## src/hw/rtl/assert_macros.svh

```systemverilog
// Assertion helpers; each expects clk and rst in scope.
`ifndef ASSERT_MACROS_SVH
`define ASSERT_MACROS_SVH

// Same-cycle implication.
`define SMOD_ASSERT_IMP(lbl, ante, cons, msg) \
  lbl: assert property (@(posedge clk) disable iff (rst) (ante) |-> (cons)) else $error(msg);

// Next-cycle implication.
`define SMOD_ASSERT_NXT(lbl, ante, cons, msg) \
  lbl: assert property (@(posedge clk) disable iff (rst) (ante) |=> (cons)) else $error(msg);

`endif

```

## src/hw/rtl/smod_pkg.sv

```systemverilog
package smod_pkg;

  localparam int MASK_W_DEF = 64;
  localparam int MASK_H_DEF = 64;

  localparam int CMD_W   = 2;
  localparam int ADDR_W  = 12;
  localparam int ALPHA_W = 8;
  localparam int POS_W   = 12;
  localparam int SIZE_W  = 7;
  // screen coordinate plus size
  localparam int CW      = POS_W + 1;
  // row-major index within a clamped sprite
  localparam int IW      = 2 * SIZE_W;
  localparam int ADDR_SPAN = 2 ** ADDR_W;

  localparam logic [CMD_W-1:0] CMD_LOAD_A = 2'd0;
  localparam logic [CMD_W-1:0] CMD_LOAD_B = 2'd1;
  localparam logic [CMD_W-1:0] CMD_CHECK  = 2'd2;

  typedef enum logic [2:0] {
    ST_IDLE,
    ST_BOX,
    ST_MUL_A,
    ST_MUL_B,
    ST_SCAN,
    ST_DRAIN,
    ST_DONE
  } smod_state_t;

  typedef struct packed {
    logic signed [POS_W-1:0] pos_x;
    logic signed [POS_W-1:0] pos_y;
    logic [SIZE_W-1:0]       width;
    logic [SIZE_W-1:0]       height;
  } smod_sprite_t;

  typedef struct packed {
    logic busy;
    logic done;
    logic hit;
  } smod_status_t;

endpackage

```

## src/hw/rtl/smod_scan.sv

```systemverilog
`include "assert_macros.svh"

module smod_scan #(
  parameter int MASK_W = smod_pkg::MASK_W_DEF,
  parameter int MASK_H = smod_pkg::MASK_H_DEF,
  parameter int AW     = smod_pkg::ADDR_W
) (
  input  logic                 clk,
  input  logic                 rst,
  input  logic                 start,
  input  smod_pkg::smod_sprite_t a,
  input  smod_pkg::smod_sprite_t b,
  input  logic                 qa,
  input  logic                 qb,
  input  logic                 free,
  output logic [AW-1:0]        ra_addr,
  output logic [AW-1:0]        rb_addr,
  output smod_pkg::smod_status_t st
);

  import smod_pkg::*;

  localparam int SMAX = 2 ** SIZE_W - 1;
  localparam logic [SIZE_W-1:0] WLIM = (MASK_W > SMAX) ? SIZE_W'(SMAX) : SIZE_W'(MASK_W);
  localparam logic [SIZE_W-1:0] HLIM = (MASK_H > SMAX) ? SIZE_W'(SMAX) : SIZE_W'(MASK_H);

  smod_state_t state, state_next;

  logic signed [CW-1:0] ax, ay, bx, by;
  logic [SIZE_W-1:0]    aw, ah, bw, bh;
  logic signed [CW-1:0] x0, x1, y0, y1;
  logic [SIZE_W-1:0]    ncols_m1, nrows_m1, col, row;
  logic [IW-1:0]        ia, ib, rsa, rsb;
  logic                 pend, hit;

  logic signed [CW-1:0] ax_end, bx_end, ay_end, by_end;
  logic                 empty, both;
  logic [SIZE_W-1:0]    mul_x, mul_y, mul_c;
  logic [IW-1:0]        prod, mul_sum;

  assign ax_end = ax + $signed({{(CW-SIZE_W){1'b0}}, aw});
  assign bx_end = bx + $signed({{(CW-SIZE_W){1'b0}}, bw});
  assign ay_end = ay + $signed({{(CW-SIZE_W){1'b0}}, ah});
  assign by_end = by + $signed({{(CW-SIZE_W){1'b0}}, bh});

  assign empty = (x0 >= x1) || (y0 >= y1);
  assign both  = pend && qa && qb;

  // shared multiplier: row offset times stride, plus column offset
  always_comb begin
    if (state == ST_MUL_A) begin
      mul_x = SIZE_W'(y0 - ay);
      mul_y = aw;
      mul_c = SIZE_W'(x0 - ax);
    end else begin
      mul_x = SIZE_W'(y0 - by);
      mul_y = bw;
      mul_c = SIZE_W'(x0 - bx);
    end
  end

  assign prod    = IW'(mul_x) * IW'(mul_y);
  assign mul_sum = prod + IW'(mul_c);

  always_ff @(posedge clk) begin
    if (rst) begin
      state <= ST_IDLE;
    end else begin
      state <= state_next;
    end
  end

  always_comb begin
    state_next = state;
    st.busy    = (state != ST_IDLE);
    st.done    = 1'b0;
    st.hit     = hit;
    unique case (state)
      ST_IDLE:  if (start) state_next = ST_BOX;
      ST_BOX:   state_next = ST_MUL_A;
      ST_MUL_A: state_next = empty ? ST_DONE : ST_MUL_B;
      ST_MUL_B: state_next = ST_SCAN;
      ST_SCAN: begin
        if (both) begin
          state_next = ST_DONE;
        end else if (col == ncols_m1 && row == nrows_m1) begin
          state_next = ST_DRAIN;
        end
      end
      ST_DRAIN: state_next = ST_DONE;
      ST_DONE: begin
        st.done = free;
        if (free) state_next = ST_IDLE;
      end
      default:  state_next = ST_IDLE;
    endcase
  end

  always_ff @(posedge clk) begin
    if (rst) begin
      pend <= 1'b0;
    end else begin
      pend <= (state == ST_SCAN);
    end
  end

  always_ff @(posedge clk) begin
    case (state)
      ST_IDLE: begin
        hit <= 1'b0;
        if (start) begin
          ax <= {a.pos_x[POS_W-1], a.pos_x};
          ay <= {a.pos_y[POS_W-1], a.pos_y};
          bx <= {b.pos_x[POS_W-1], b.pos_x};
          by <= {b.pos_y[POS_W-1], b.pos_y};
          aw <= (a.width  > WLIM) ? WLIM : a.width;
          ah <= (a.height > HLIM) ? HLIM : a.height;
          bw <= (b.width  > WLIM) ? WLIM : b.width;
          bh <= (b.height > HLIM) ? HLIM : b.height;
        end
      end
      ST_BOX: begin
        x0 <= (ax > bx) ? ax : bx;
        y0 <= (ay > by) ? ay : by;
        x1 <= (ax_end < bx_end) ? ax_end : bx_end;
        y1 <= (ay_end < by_end) ? ay_end : by_end;
      end
      ST_MUL_A: begin
        rsa      <= prod;
        ia       <= mul_sum;
        ncols_m1 <= SIZE_W'(x1 - x0 - CW'(1));
        nrows_m1 <= SIZE_W'(y1 - y0 - CW'(1));
        col      <= '0;
        row      <= '0;
      end
      ST_MUL_B: begin
        rsb <= prod;
        ib  <= mul_sum;
      end
      ST_SCAN: begin
        if (both) begin
          hit <= 1'b1;
        end else if (col == ncols_m1) begin
          // advance to the start of the next row
          col <= '0;
          row <= row + SIZE_W'(1);
          rsa <= rsa + IW'(aw);
          rsb <= rsb + IW'(bw);
          ia  <= rsa + IW'(aw) + IW'(x0 - ax);
          ib  <= rsb + IW'(bw) + IW'(x0 - bx);
        end else begin
          col <= col + SIZE_W'(1);
          ia  <= ia + IW'(1);
          ib  <= ib + IW'(1);
        end
      end
      ST_DRAIN: begin
        if (both) hit <= 1'b1;
      end
      default: ;
    endcase
  end

  assign ra_addr = ia[AW-1:0];
  assign rb_addr = ib[AW-1:0];

  `SMOD_ASSERT_IMP(a_done_free, st.done, free, "result finished while output full")
  `SMOD_ASSERT_NXT(a_drain_done, state == ST_DRAIN, state == ST_DONE, "drain did not finish")
  `SMOD_ASSERT_NXT(a_start_box, start && state == ST_IDLE, state == ST_BOX, "check not taken")

endmodule

```

## config.mk

```make
export PLATFORM = sky130hd
export DESIGN_NAME = smod_scan
export DESIGN_NICKNAME = d
export VERILOG_FILES = /design/src/hw/rtl/smod_pkg.sv /design/src/hw/rtl/smod_scan.sv
export VERILOG_INCLUDE_DIRS = /design/src /design/src/hw/rtl
export SDC_FILE = /design/constraint.sdc
export NUM_CORES = 1
export LEC_CHECK = 0
export BUFFER_PORTS_ARGS = -buffer_cell sky130_fd_sc_hd__clkbuf_2
export CORE_MARGIN = 4
export CORE_UTILIZATION = 32
export CTS_BUF_LIST = sky130_fd_sc_hd__clkbuf_8
export CTS_CLUSTER_SIZE = 10
export DETAILED_ROUTE_END_ITERATION = 8
export SLEW_MARGIN = 20
export SYNTH_ARGS = -nofsm -noshare
export SYNTH_HDL_FRONTEND = slang
export SYNTH_SLANG_ARGS = --single-unit
```

## constraint.sdc

```tcl
create_clock -name clk -period 7.5 [get_ports clk]
set_input_delay 0.375 -clock clk [delete_from_list [all_inputs] [get_ports clk]]
set_output_delay 0.375 -clock clk [all_outputs]
set_load 0.03 [all_outputs]
```

==> results.md, run 1 <==
Yosys:
- The largest total area in the synthesized netlist belongs to sky130_fd_sc_hd__edfxtp_1.
- After synthesis, the netlist uses 66 different library cells.
- The sequential element share of the synthesized area is 0.371.
- By area the synthesized netlist is led by sky130_fd_sc_hd__edfxtp_1 37%, sky130_fd_sc_hd__ha_1 15%, sky130_fd_sc_hd__fa_1 6.7%.
- The most common cell in the synthesized netlist is sky130_fd_sc_hd__edfxtp_1.
- The number of nets in the synthesized netlist is 1,947.
- The share of synthesized area in the top cell type comes to 0.366.
- By count the netlist is led by 203 x sky130_fd_sc_hd__edfxtp_1, 198 x sky130_fd_sc_hd__ha_1, 177 x sky130_fd_sc_hd__inv_1.
- Counting flops and latches in the post-synthesis netlist gives around 210.
- The predominant post-synthesis flop cell is sky130_fd_sc_hd__edfxtp_1.
- Counting flops with an async set or reset pin after synthesis yields a share of 0.
- The cell area that synthesis handed to floorplanning was 0.0166 sq mm.
- The number of flops mapped to enable cells by yosys is ~200.
- A synthesized cell averages between 10 and 15 sq um.
- The number of instances in the synthesized netlist is 1,611.
- The warning count from the yosys run is 0.

Timing:
- The final-report setup violation count is 0.
- The final setup skew is 0.0429 ns.
- The upper clock frequency limit is about 0.14 GHz.
- The final critical-path share of the clock period is 0.930.
- The relative slew slack is 0.405.
- At the pin with the least slew margin, the transition time is 0.890 ns.
- The number of endpoints with negative hold slack in the final report is 0.
- The count of pins over their slew limit is 0.
- Adding up every negative setup slack in the final design gives 0 ns.
- Setup repair after global routing left no endpoint under its margin.
- The worst path in the final design needs a cycle of 6.97 ns, including I/O delays and setup.

Cells and area:
- Relative to the synthesized area, the layout overhead comes to 15.8%.
- The post-route cell area is approximately 0.019 sq mm.
- The fraction of final layout cells with drive strength greater than 1 is 0.125.
- The final cell count without fillers is about 2.5k.
- In the final design database the tool counted about 2.1k nets.
- The filler cells instantiated in the layout total 5,085.
- The largest registers in the layout are x1 (13), y1 (13).

Clocking:
- The cell sitting at the root of the clock tree is a sky130_fd_sc_hd__clkbuf_8.
- TritonCTS created 39 clock buffers.
- The H-tree depth is 2.
- The clock sink total is 207.
- The clock passes through at most 3 buffers.
- For the worst-skew pair, the clock arrives at the later sink with an insertion delay of 0.58 ns.
- After clock tree synthesis, the clock-pin slew on the worst setup and hold paths is 0.06 ns.
- The CTS tree is yes.

Run:
- The max-cap violation count is 0.

Worst setup path:
- The worst path arrival time is 7.28 ns.
- The critical path is of the reg -> reg type.
- The peak fanout along the critical path is 12.
- The worst setup path is captured at a flop.
- The number of cells on the worst reg-to-reg path is 32.
- The critical path startpoint is state[1].
- For the worst setup path, the data required time is approximately 8 ns.
- The worst setup path is launched from a flop.
- The capturing point of the worst reg2reg path is ib[11].
- The family with the most delay on the worst path is adder cells.
- For this design, the slowest cell found on the critical path is sky130_fd_sc_hd__fa_1.
- The critical path contains buffers and inverters numbering 6 combined.
- The critical path runs through a total of 32 cells.
- The end point of the critical path is ib[11].
- The startpoint of the worst-slack reg-to-reg timing path is state[1].
- The delay of the slowest critical-path stage is 0.56 ns.
- Among the stages of the critical path, the cell type that occurs most often is sky130_fd_sc_hd__inv_1.
- The worst register-to-register path has a setup slack of 0.53 ns.

Global route:
- The via count of the first global-routing pass is around 13k.
- The initial antenna violation count came to 3.
- Entering global routing, the biggest net connects 69 pins.
- The total overflow reported by the global router is 0.
- The first global-routing pass estimated 69,600 um of wire.
- Across every metal layer, demand over resource in global routing totals 0.157.

Die:
- The core outline area is 0.0514 sq mm.
- The height of the die is roughly 240 um.
- The initial utilization of the core area, before any placement, comes to 0.324.
- The top-level port count is 109.
- The number of placement rows is 83.
- The die covers approximately 0.056 sq mm.
- The horizontal die dimension is 236 um.

Placed design:
- The number of port buffers is 108.
- The area after detailed placement is 0.0181 sq mm.
- The final weighted congestion of routability-driven global placement is between 0.9 and 1.
- Summed over all nets, the half-perimeter wirelength after detailed placement is 34,900 um.
- The number of placed cells counting well taps is 2,388.

Drt:
- The count of nets left with antenna violations once routing finished came out at 0.
- In the routed design, unresolved DRC markers number 0.
- The average wire length per cell after detail routing is 17.6 um.
- The total via count after detailed routing is between 10k and 15k.
- After the first detailed-routing iteration, the DRC count stood at 897.
- Using the TritonRoute via totals, the vias-per-cell ratio works out to between 4 and 5.
- The overall routed net length is 44,100 um.
- The first TritonRoute pass finished after 5 iterations.

Hold path:
- The worst hold path begins at qa.
- The tightest min-delay check is of the in -> reg type.

Pwr:
- For this design the ratio of total power to cell area is 499 mW/mm^2.
- The leakage power is 8.31 nW.
- Power comes to 9.62 mW.
- Across the VDD grid, the largest voltage drop is 0.441 mV.

Run status:
- The flow ran to the end, and the final reports show no timing, DRC or antenna violations.
==> placed cells by master, fill, tap and decap left out, types with 21 or more instances in the layout <==
cell type                       instances
sky130_fd_sc_hd__xnor2_1               99
sky130_fd_sc_hd__fa_1                  56
sky130_fd_sc_hd__a21oi_1              100
sky130_fd_sc_hd__nor2b_1               44
sky130_fd_sc_hd__mux2i_1               40
sky130_fd_sc_hd__edfxtp_1             203
sky130_fd_sc_hd__ha_1                 198
sky130_fd_sc_hd__inv_1                185
sky130_fd_sc_hd__clkbuf_8              40
sky130_fd_sc_hd__nor2_1               146
sky130_fd_sc_hd__nand2_1               69
sky130_fd_sc_hd__dlygate4sd3_1         49
sky130_fd_sc_hd__a21o_1                44
sky130_fd_sc_hd__clkbuf_2             108
sky130_fd_sc_hd__xor2_1                55
sky130_fd_sc_hd__mux2_2                21
sky130_fd_sc_hd__o21ai_0               50
sky130_fd_sc_hd__nand3_1               36
==> worst register-to-register path, delay by kind of cell, from the launching register on <==
family                   cells  cell delay [ns]
multiplexers                 1             0.21
AO/OA/AOI/OAI                9             1.67
buffers and inverters        6             0.47
flip-flops                   1             0.32
adder cells (fa/ha/maj)      7             2.91
AND/OR/NAND/NOR              9             1.11
==> stage by stage <==
step / util / worst slack, ns / hold slack [ns]
floorplan: - / 0.102 / 0.447
global placement: 0.352 / 0.573 / 0.509
detailed placement: 0.352 / 0.393 / 0.510
CTS: 0.374 / 0.373 / 0.0405
global route: 0.375 / 0.00583 / 0.0792
finish: 0.375 / 0.527 / 0.0859
==> power breakdown <==
part	total (mW)	internal [mW]	leakage [nW]	switching (mW)
combinational	6.49	2.77	6.01	3.72
clock	1.01	0.497	0.369	0.515
sequential	2.12	1.92	1.93	0.198
==> area by class of cell <==
type | count | area, sq um | area share
Multi-Input combinational cell | 1196 | 9710 | 0.504
Sequential cell | 207 | 6180 | 0.320
Timing Repair Buffer | 176 | 1180 | 0.0611
Tap cell | 680 | 851 | 0.0441
Inverter | 178 | 668 | 0.0347
Clock buffer | 40 | 551 | 0.0286
Clock inverter | 29 | 129 | 0.00669
Antenna cell | 3 | 7.51 | 0.000390
==> repair_timing <==
item | 4_1_cts | 5_1_grt
resized for setup | 0 | 3
setup endpoints to repair | 0 | 5
buffers inserted | 0 | 0
endpoints found under the hold margin | 50 | 0
hold buffers | 49 | 0
==> how the worst min path moves through the flow <==
| stage | end | depth (start not counted) | slack (ns) |
|---|---|---|---|
| final | state[1] | 3 | 0.09 |
| after global placement | state[1] | 2 | 0.51 |
| after detailed placement | state[1] | 2 | 0.51 |
| after CTS | state[1] | 3 | 0.04 |
| after global routing | state[1] | 3 | 0.08 |
| after floorplan | pend | 1 | 0.45 |
==> cells by family after synthesis <==
family	count (synthesis)	synth area share
and+or+nand+nor	407	0.119
xor gates and xnor gates	157	0.0851
buffers and inverters	208	0.0474
DFF	207	0.371
adders and majority gates	254	0.216
AOI/OAI and AO/OA	313	0.120
muxes	65	0.0412
==> per-layer routing <==
metal / vias to the layer above / GRT usage / wire length (um)
met5: - / 0 / 0
met4: 0 / 0.0609 / 1780
met3: 88 / 0.0303 / 2450
met2: 333 / 0.266 / 21100
met1: 5839 / 0.198 / 18800
li1: 6064 / - / -
No activity file was read; power rests on OpenSTA's default activity.
==> run 2, diff against run 1 <==
--- a/config.mk
+++ b/config.mk
@@ -6,12 +6,12 @@
 export SDC_FILE = /design/constraint.sdc
 export NUM_CORES = 1
 export LEC_CHECK = 0
-export BUFFER_PORTS_ARGS = -buffer_cell sky130_fd_sc_hd__clkbuf_2
 export CORE_MARGIN = 4
 export CORE_UTILIZATION = 32
 export CTS_BUF_LIST = sky130_fd_sc_hd__clkbuf_8
 export CTS_CLUSTER_SIZE = 10
 export DETAILED_ROUTE_END_ITERATION = 8
+export DONT_BUFFER_PORTS = 1
 export SLEW_MARGIN = 20
 export SYNTH_ARGS = -nofsm -noshare
 export SYNTH_HDL_FRONTEND = slang
==> results.md, run 2 (synthesized netlist as in run 1, its figures left out) <==
Placed design:
- The number of placed cells counting well taps is 2,280.
- The final weighted congestion of routability-driven global placement is 0.896.
- The detailed-placement wirelength estimate is 34,800 um.
- Port buffering added 0 buffers.
- Summing all placed instances gives a cell area of 0.0175 sq mm.
- At the placement stage, the worst setup path has a slack of 0.422 ns.

Timing:
- At the pin with the least slew margin, the transition time is 1.00 ns.
- The final critical-path share of the clock period is 0.923.
- The post-layout worst setup margin is between 0.5 and 0.6 ns.
- The count of pins over their slew limit is 0.
- Setup repair after global routing left no endpoint under its margin.
- The final setup skew is about 0.03 ns.
- The final-report setup violation count is 0.
- The total negative slack is 0 ns.
- Static timing analysis puts the maximum clock frequency at ~0.14 GHz.
- The time the final worst path needs with I/O delays and setup is 6.92 ns.
- Measured against its own limit, the worst slew margin works out to 0.330.
- The number of endpoints with negative hold slack in the final report is 0.
- The final hold slack is 0.0464 ns.

Die:
- For this configuration, the core starts out at a cell density of 0.324.
- Row generation in the floorplan step produced just over 80 rows.
- The height of the die is 236 um.
- The top-level port count is 109.
- The core outline area is 0.0514 sq mm.
- The horizontal die dimension is 236 um.
- The floorplan step defined a die boundary enclosing 0.0557 sq mm.

Worst setup path:
- The worst setup path is captured at a flop.
- The critical path's most frequent cell is sky130_fd_sc_hd__inv_1.
- The setup path with the least slack is of type reg -> reg.
- The peak fanout along the critical path is 23.
- The delay of the slowest critical-path stage is 0.54 ns.
- The type of origin of the critical path is a flop.
- Together, buffers and inverters on the worst path number 7.
- The family with the most delay on the worst path is adder cells.
- At the worst endpoint, the required time is 7.80 ns.
- The master of the slowest instance on the critical path is sky130_fd_sc_hd__fa_1.
- The worst path arrival time is 7.21 ns.

Clocking:
- Clock-pin slew was measured on the worst setup and hold paths at 0.06 ns.
- CTS saw between 200 and 250 sinks.
- The root buffer cell chosen for the clock tree is sky130_fd_sc_hd__clkbuf_8.
- The clock reaches the later pin of the worst-skew pair after about 0.56 ns.
- The clock passes through at most 3 buffers.
- The H-tree depth is 2.
- The number of post-CTS setup repair buffers is 0.
- The CTS buffer count is 39.
- The CTS tree is yes.

Run:
- The max-cap violation count is 0.

Global route:
- The total overflow reported by the global router is 0.
- The first global-routing pass estimated 69,300 um of wire.
- The initial antenna violation count was 1.
- The via count of the first global-routing pass is 12.3k.
- The global-route total usage across every layer is 0.156.
- Entering global routing, the biggest net connects 76 pins.

Drt:
- For this block, the via count after detailed routing is 11.9k.
- The number of detailed-route iterations in the first pass is 5.
- Dividing the detail-routed via count by the number of cells gives 4.96.
- The average wire length per cell after detail routing is 18.3 um.
- The overall routed net length is around 44,000 um.
- The first routing iteration left 832 violations.
- The detail route stage leaves a number of antenna-violating nets equal to 0.
- For this run, design rule violations remaining after detail routing come to 0.

Pwr:
- Power spread over the standard cell area amounts to 506 mW/mm^2.
- After layout, the design draws a total of 9.51 mW.
- The worst supply voltage drop on vdd is 0.525 mV.
- In this run the static leakage power is 7.90 nW.

Cells and area:
- In the final layout, the registers with the most flip-flops are x1 (13), y1 (13).
- The library cell used most frequently in the layout, excluding fill and tap cells, is sky130_fd_sc_hd__edfxtp_1.
- The fraction of final layout cells with drive strength greater than 1 is 0.0696.
- Relative to the synthesized area, the layout overhead comes to 13.0%.
- The library cells used most frequently in the layout, excluding fill and tap cells, are 203 x sky130_fd_sc_hd__edfxtp_1, 198 x sky130_fd_sc_hd__ha_1, 187 x sky130_fd_sc_hd__inv_1.
- 0 antenna diodes ended up in the layout.
- The count of cells in the finished layout, fillers not included, comes to about 2.4k.
- The count of fill cells added during filler insertion is roughly 5.1k.
- The finished cells cover 0.0188 sq mm.
- The number of nets in the layout is a little over 2k.
- The final core utilization is 0.366.

Hold path:
- The worst hold path class is in -> reg.

Run status:
- The flow ran to the end, and the final reports show no timing, DRC or antenna violations.
## run 2: area by class of cell
| cell class | instances | area [sq um] | area share |
|---|---|---|---|
| Multi-Input combinational cell | 1196 | 9710 | 0.516 |
| Sequential cell | 207 | 6180 | 0.328 |
| Tap cell | 680 | 851 | 0.0452 |
| Timing Repair Buffer | 77 | 727 | 0.0387 |
| Inverter | 178 | 668 | 0.0355 |
| Clock buffer | 39 | 537 | 0.0285 |
| Clock inverter | 26 | 136 | 0.00725 |
## run 2: repair_timing
item / CTS / global route
hold buffers: 58 / 0
setup endpoints to repair: 0 / 4
hold endpoints to repair: 80 / 0
resized for setup: 0 / 3
## run 2: final timing paths
path,startpoint,end,slack [ns],cells past startpoint
max,state[1],ib[11],0.58,31
min,a[4],ah[4],0.05,1
max reg2reg,state[1],ib[11],0.58,31
min reg2reg,by[9],y0[9],0.62,1
## run 2: metal layers
metal,GRT usage,share of wire
met2,0.260,0.46
met1,0.203,0.44
met4,0.0626,0.041
met5,0,0.00027
met3,0.0281,0.055
## run 2: power breakdown
| part | internal [mW] | switching (mW) | total [mW] |
|---|---|---|---|
| registers | 1.93 | 0.341 | 2.27 |
| logic | 2.72 | 3.51 | 6.23 |
| clock network | 0.516 | 0.499 | 1.02 |
| total | 5.16 | 4.35 | 9.51 |
## run 2: worst register-to-register path: cells and delay by family, from the launching register on
kind	cells	cell delay [ns]
adders and majority gates	7	2.99
AOI/OAI and AO/OA	8	1.34
and+or+nand+nor	8	1.02
buffers and inverters	7	0.78
DFF	1	0.33
muxes	1	0.21
==> run 3, diff against run 2 <==
--- a/config.mk
+++ b/config.mk
@@ -6,12 +6,15 @@
 export SDC_FILE = /design/constraint.sdc
 export NUM_CORES = 1
 export LEC_CHECK = 0
+export ABC_AREA = 1
 export CORE_MARGIN = 4
 export CORE_UTILIZATION = 32
 export CTS_BUF_LIST = sky130_fd_sc_hd__clkbuf_8
 export CTS_CLUSTER_SIZE = 10
 export DETAILED_ROUTE_END_ITERATION = 8
 export DONT_BUFFER_PORTS = 1
+export PLACE_DENSITY = 0.5
+export SKIP_CTS_REPAIR_TIMING = 1
 export SLEW_MARGIN = 20
 export SYNTH_ARGS = -nofsm -noshare
 export SYNTH_HDL_FRONTEND = slang
==> results.md, run 3 <==
Run status:
- The run finished with clean final reports.

Timing:
- Summed over all failing endpoints, the final setup total negative slack is 0 ns.
- The final-report setup violation count is 0.
- Dividing the final minimum period by the clock period gives 0.914.
- The relative slew slack is 0.307.
- The count of pins over their slew limit is 0.
- The number of endpoints with negative hold slack in the final report was 0.
- Setup repair after global routing left no endpoint under its margin.
- The slew of the pin with the lowest slew margin is roughly 1.0 ns.
- The upper clock frequency limit is 0.146 GHz.
- The time the final worst path needs with I/O delays and setup is 6.85 ns.
- For the final database, setup skew stands at 0.0289 ns.

Run:
- Across the run, the number of max-cap violations was 0.

Global route:
- The via count of the first global-routing pass is 13.2k.
- The initial antenna violation count came to 0.
- The largest net degree at the start of global routing is 77.
- The wire length of the first global-routing pass is 73,700 um.
- For this run, the total global-route usage over all layers was measured as 0.167.
- After global routing the overflow that remains totals 0.

Worst setup path:
- The critical path data required time is between 7 and 8 ns.
- STA classifies the critical path startpoint as a flop.
- The worst path arrival time is 7.18 ns.
- The delay of the slowest critical-path stage is 0.52 ns.
- The worst setup path is of the reg -> reg kind.
- The master of the slowest instance on the critical path is sky130_fd_sc_hd__fa_1.
- The most numerous cell type found on the critical path is sky130_fd_sc_hd__inv_1.
- The peak fanout along the critical path is 15.
- The endpoint kind of the worst setup timing path is a flop.

Yosys:
- Of the synthesized area, sequential elements account for 0.362.
- By count the netlist is led by 358 x sky130_fd_sc_hd__nand2_1, 312 x sky130_fd_sc_hd__inv_1, 203 x sky130_fd_sc_hd__edfxtp_1.
- The average cell area after synthesis is between 8 and 9 sq um.
- During synthesis, Yosys emitted a total of 0 warnings.
- Yosys attributes the largest share of cell area to sky130_fd_sc_hd__edfxtp_1 36%, sky130_fd_sc_hd__ha_1 15%, sky130_fd_sc_hd__nand2_1 7.9%.
- The post-synthesis async set-or-reset flop share is 0.
- The number of flops mapped to enable cells by yosys is between 200 and 250.
- The most used flip-flop cell after synthesis is sky130_fd_sc_hd__edfxtp_1.
- Of all cell types, the one taking the most synthesized area is sky130_fd_sc_hd__edfxtp_1.
- Of the post-synthesis cell area, the dominant cell type holds 0.358.
- The number of distinct library cell variants in the gate-level netlist after synthesis is between 50 and 60.
- After technology mapping, the gate count stands at approximately 2k.
- The synthesized design contains 207 register bits.
- The netlist area before placement is approximately 0.017 sq mm.
- The most common cell in the netlist is sky130_fd_sc_hd__nand2_1.
- The post-synth net total is 2,300.

Die:
- The top-level port count is 109.
- After floorplanning, the core was sized to cover 0.0527 sq mm.
- The initial core utilization is 0.324.
- The die footprint is approximately 0.057 sq mm.
- After floorplanning, the core was divided into 84 placement rows.
- The height of the die is 239 um.
- The horizontal die dimension is 239 um.

Drt:
- In the final routed layout, each cell accounts on average for approximately 17 um.
- The number of violations reported at the end of detailed-routing iteration 0 is 755.
- Once detail routing completed, the nets flagged for antenna violations numbered 0.
- Dividing the detail-routed via count by the number of cells gives approximately 4.8.
- The routed design has about 48,000 um of wire.
- The detailed-route DRC error count is 0.
- The number of detailed-route iterations in the first pass is 5.
- The total via count after detailed routing is 13.4k.

Clocking:
- The number of clock buffers added by TritonCTS is between 40 and 50.
- The CTS tree is yes.
- The cell at the root of the clock tree is sky130_fd_sc_hd__clkbuf_8.
- The clock sink total is slightly above 200.
- The clock insertion delay at the later pin of the skew report is 0.60 ns.
- After clock tree synthesis, the clock-pin slew on the worst setup and hold paths is 0.06 ns.
- The clock tree synthesis step divided the H-tree into 2 levels.
- The maximum number of buffers from clock root to sink is 3.

Placed design:
- Once placement finished, the instance area stood at between 0.015 and 0.02 sq mm.
- The final weighted congestion of routability-driven global placement is 0.920.
- The detailed-placement wirelength estimate is 39,100 um.
- The number of port buffers is 0.

Cells and area:
- The area growth from synthesis to layout is 13.6%.
- The most common cell after layout, fill and taps aside is sky130_fd_sc_hd__nand2_1.
- The top cell types in the final layout, fill and taps aside, are 358 x sky130_fd_sc_hd__nand2_1, 324 x sky130_fd_sc_hd__inv_1, 203 x sky130_fd_sc_hd__edfxtp_1.
- Of the cells placed in the final design, the portion with a size suffix greater than 1 is 0.0508.
- The largest registers in the layout are x1 (13), y1 (13).
- The number of antenna diodes in the final layout is 0.
- In the final design database the tool counted about 2.4k nets.
- The filler cells instantiated in the layout total 5,379.
- The finished cells cover 0.0194 sq mm.

Hold path:
- The worst hold path class is in -> reg.
## run 3: kinds of logic (layout without fill, tap and decap cells)
group           after synthesis  after routing  synth area share
buf+inv                     346            470            0.0778
fa+ha+maj                   254            254             0.211
xor+xnor                    123            123            0.0637
flops                       207            207             0.362
mux                           3              3           0.00176
compound gates              341            341             0.111
simple gates                690            690             0.172
## run 3: through the flow
stage	worst slack, ns	utilization	cells	hold WS [ns]
floorplan	0.829	-	1964	0.444
global placement	0.780	0.339	2631	0.451
detailed placement	0.692	0.339	2631	0.450
CTS	0.646	0.354	2707	-0.221
global route	0.0346	0.368	2776	0.00222
finish	0.648	0.368	2776	0.0277
## run 3: worst max-delay path: cells and delay by family (launching register included)
kind / cells / cell delay (ns)
adders and majority gates: 8 / 3.32
and+or+nand+nor: 12 / 1.67
buffers and inverters: 9 / 0.77
DFF: 1 / 0.36
AOI/OAI and AO/OA: 3 / 0.29
xor gates and xnor gates: 1 / 0.17
## run 3: area by class of cell
class / instances / area [sq um] / share of cell area
Multi-Input combinational cell: 1411 / 9570 / 0.494
Sequential cell: 207 / 6180 / 0.319
Inverter: 315 / 1180 / 0.0611
Tap cell: 688 / 861 / 0.0445
Timing Repair Buffer: 79 / 785 / 0.0405
Clock buffer: 42 / 578 / 0.0299
Clock inverter: 34 / 205 / 0.0106
## run 3: worst paths after layout
check / start / end / slack [ns] / depth (start not counted)
hold reg to reg: bx[10] / x0[10] / 0.62 / 2
setup / recovery: state[2] / ia[11] / 0.65 / 33
hold / removal: b[1] / bh[1] / 0.03 / 2
setup reg to reg: state[2] / ia[11] / 0.65 / 33
## run 3: routing by layer
metal | part of all wire | GRT usage
met3 | 0.048 | 0.0261
met5 | 0 | 0
met2 | 0.50 | 0.300
met1 | 0.42 | 0.204
met4 | 0.028 | 0.0529
Power of run 3 is left out: the tool's default activity adds up to more than one toggle a clock period on the data nets, which glitch-free logic cannot reach.
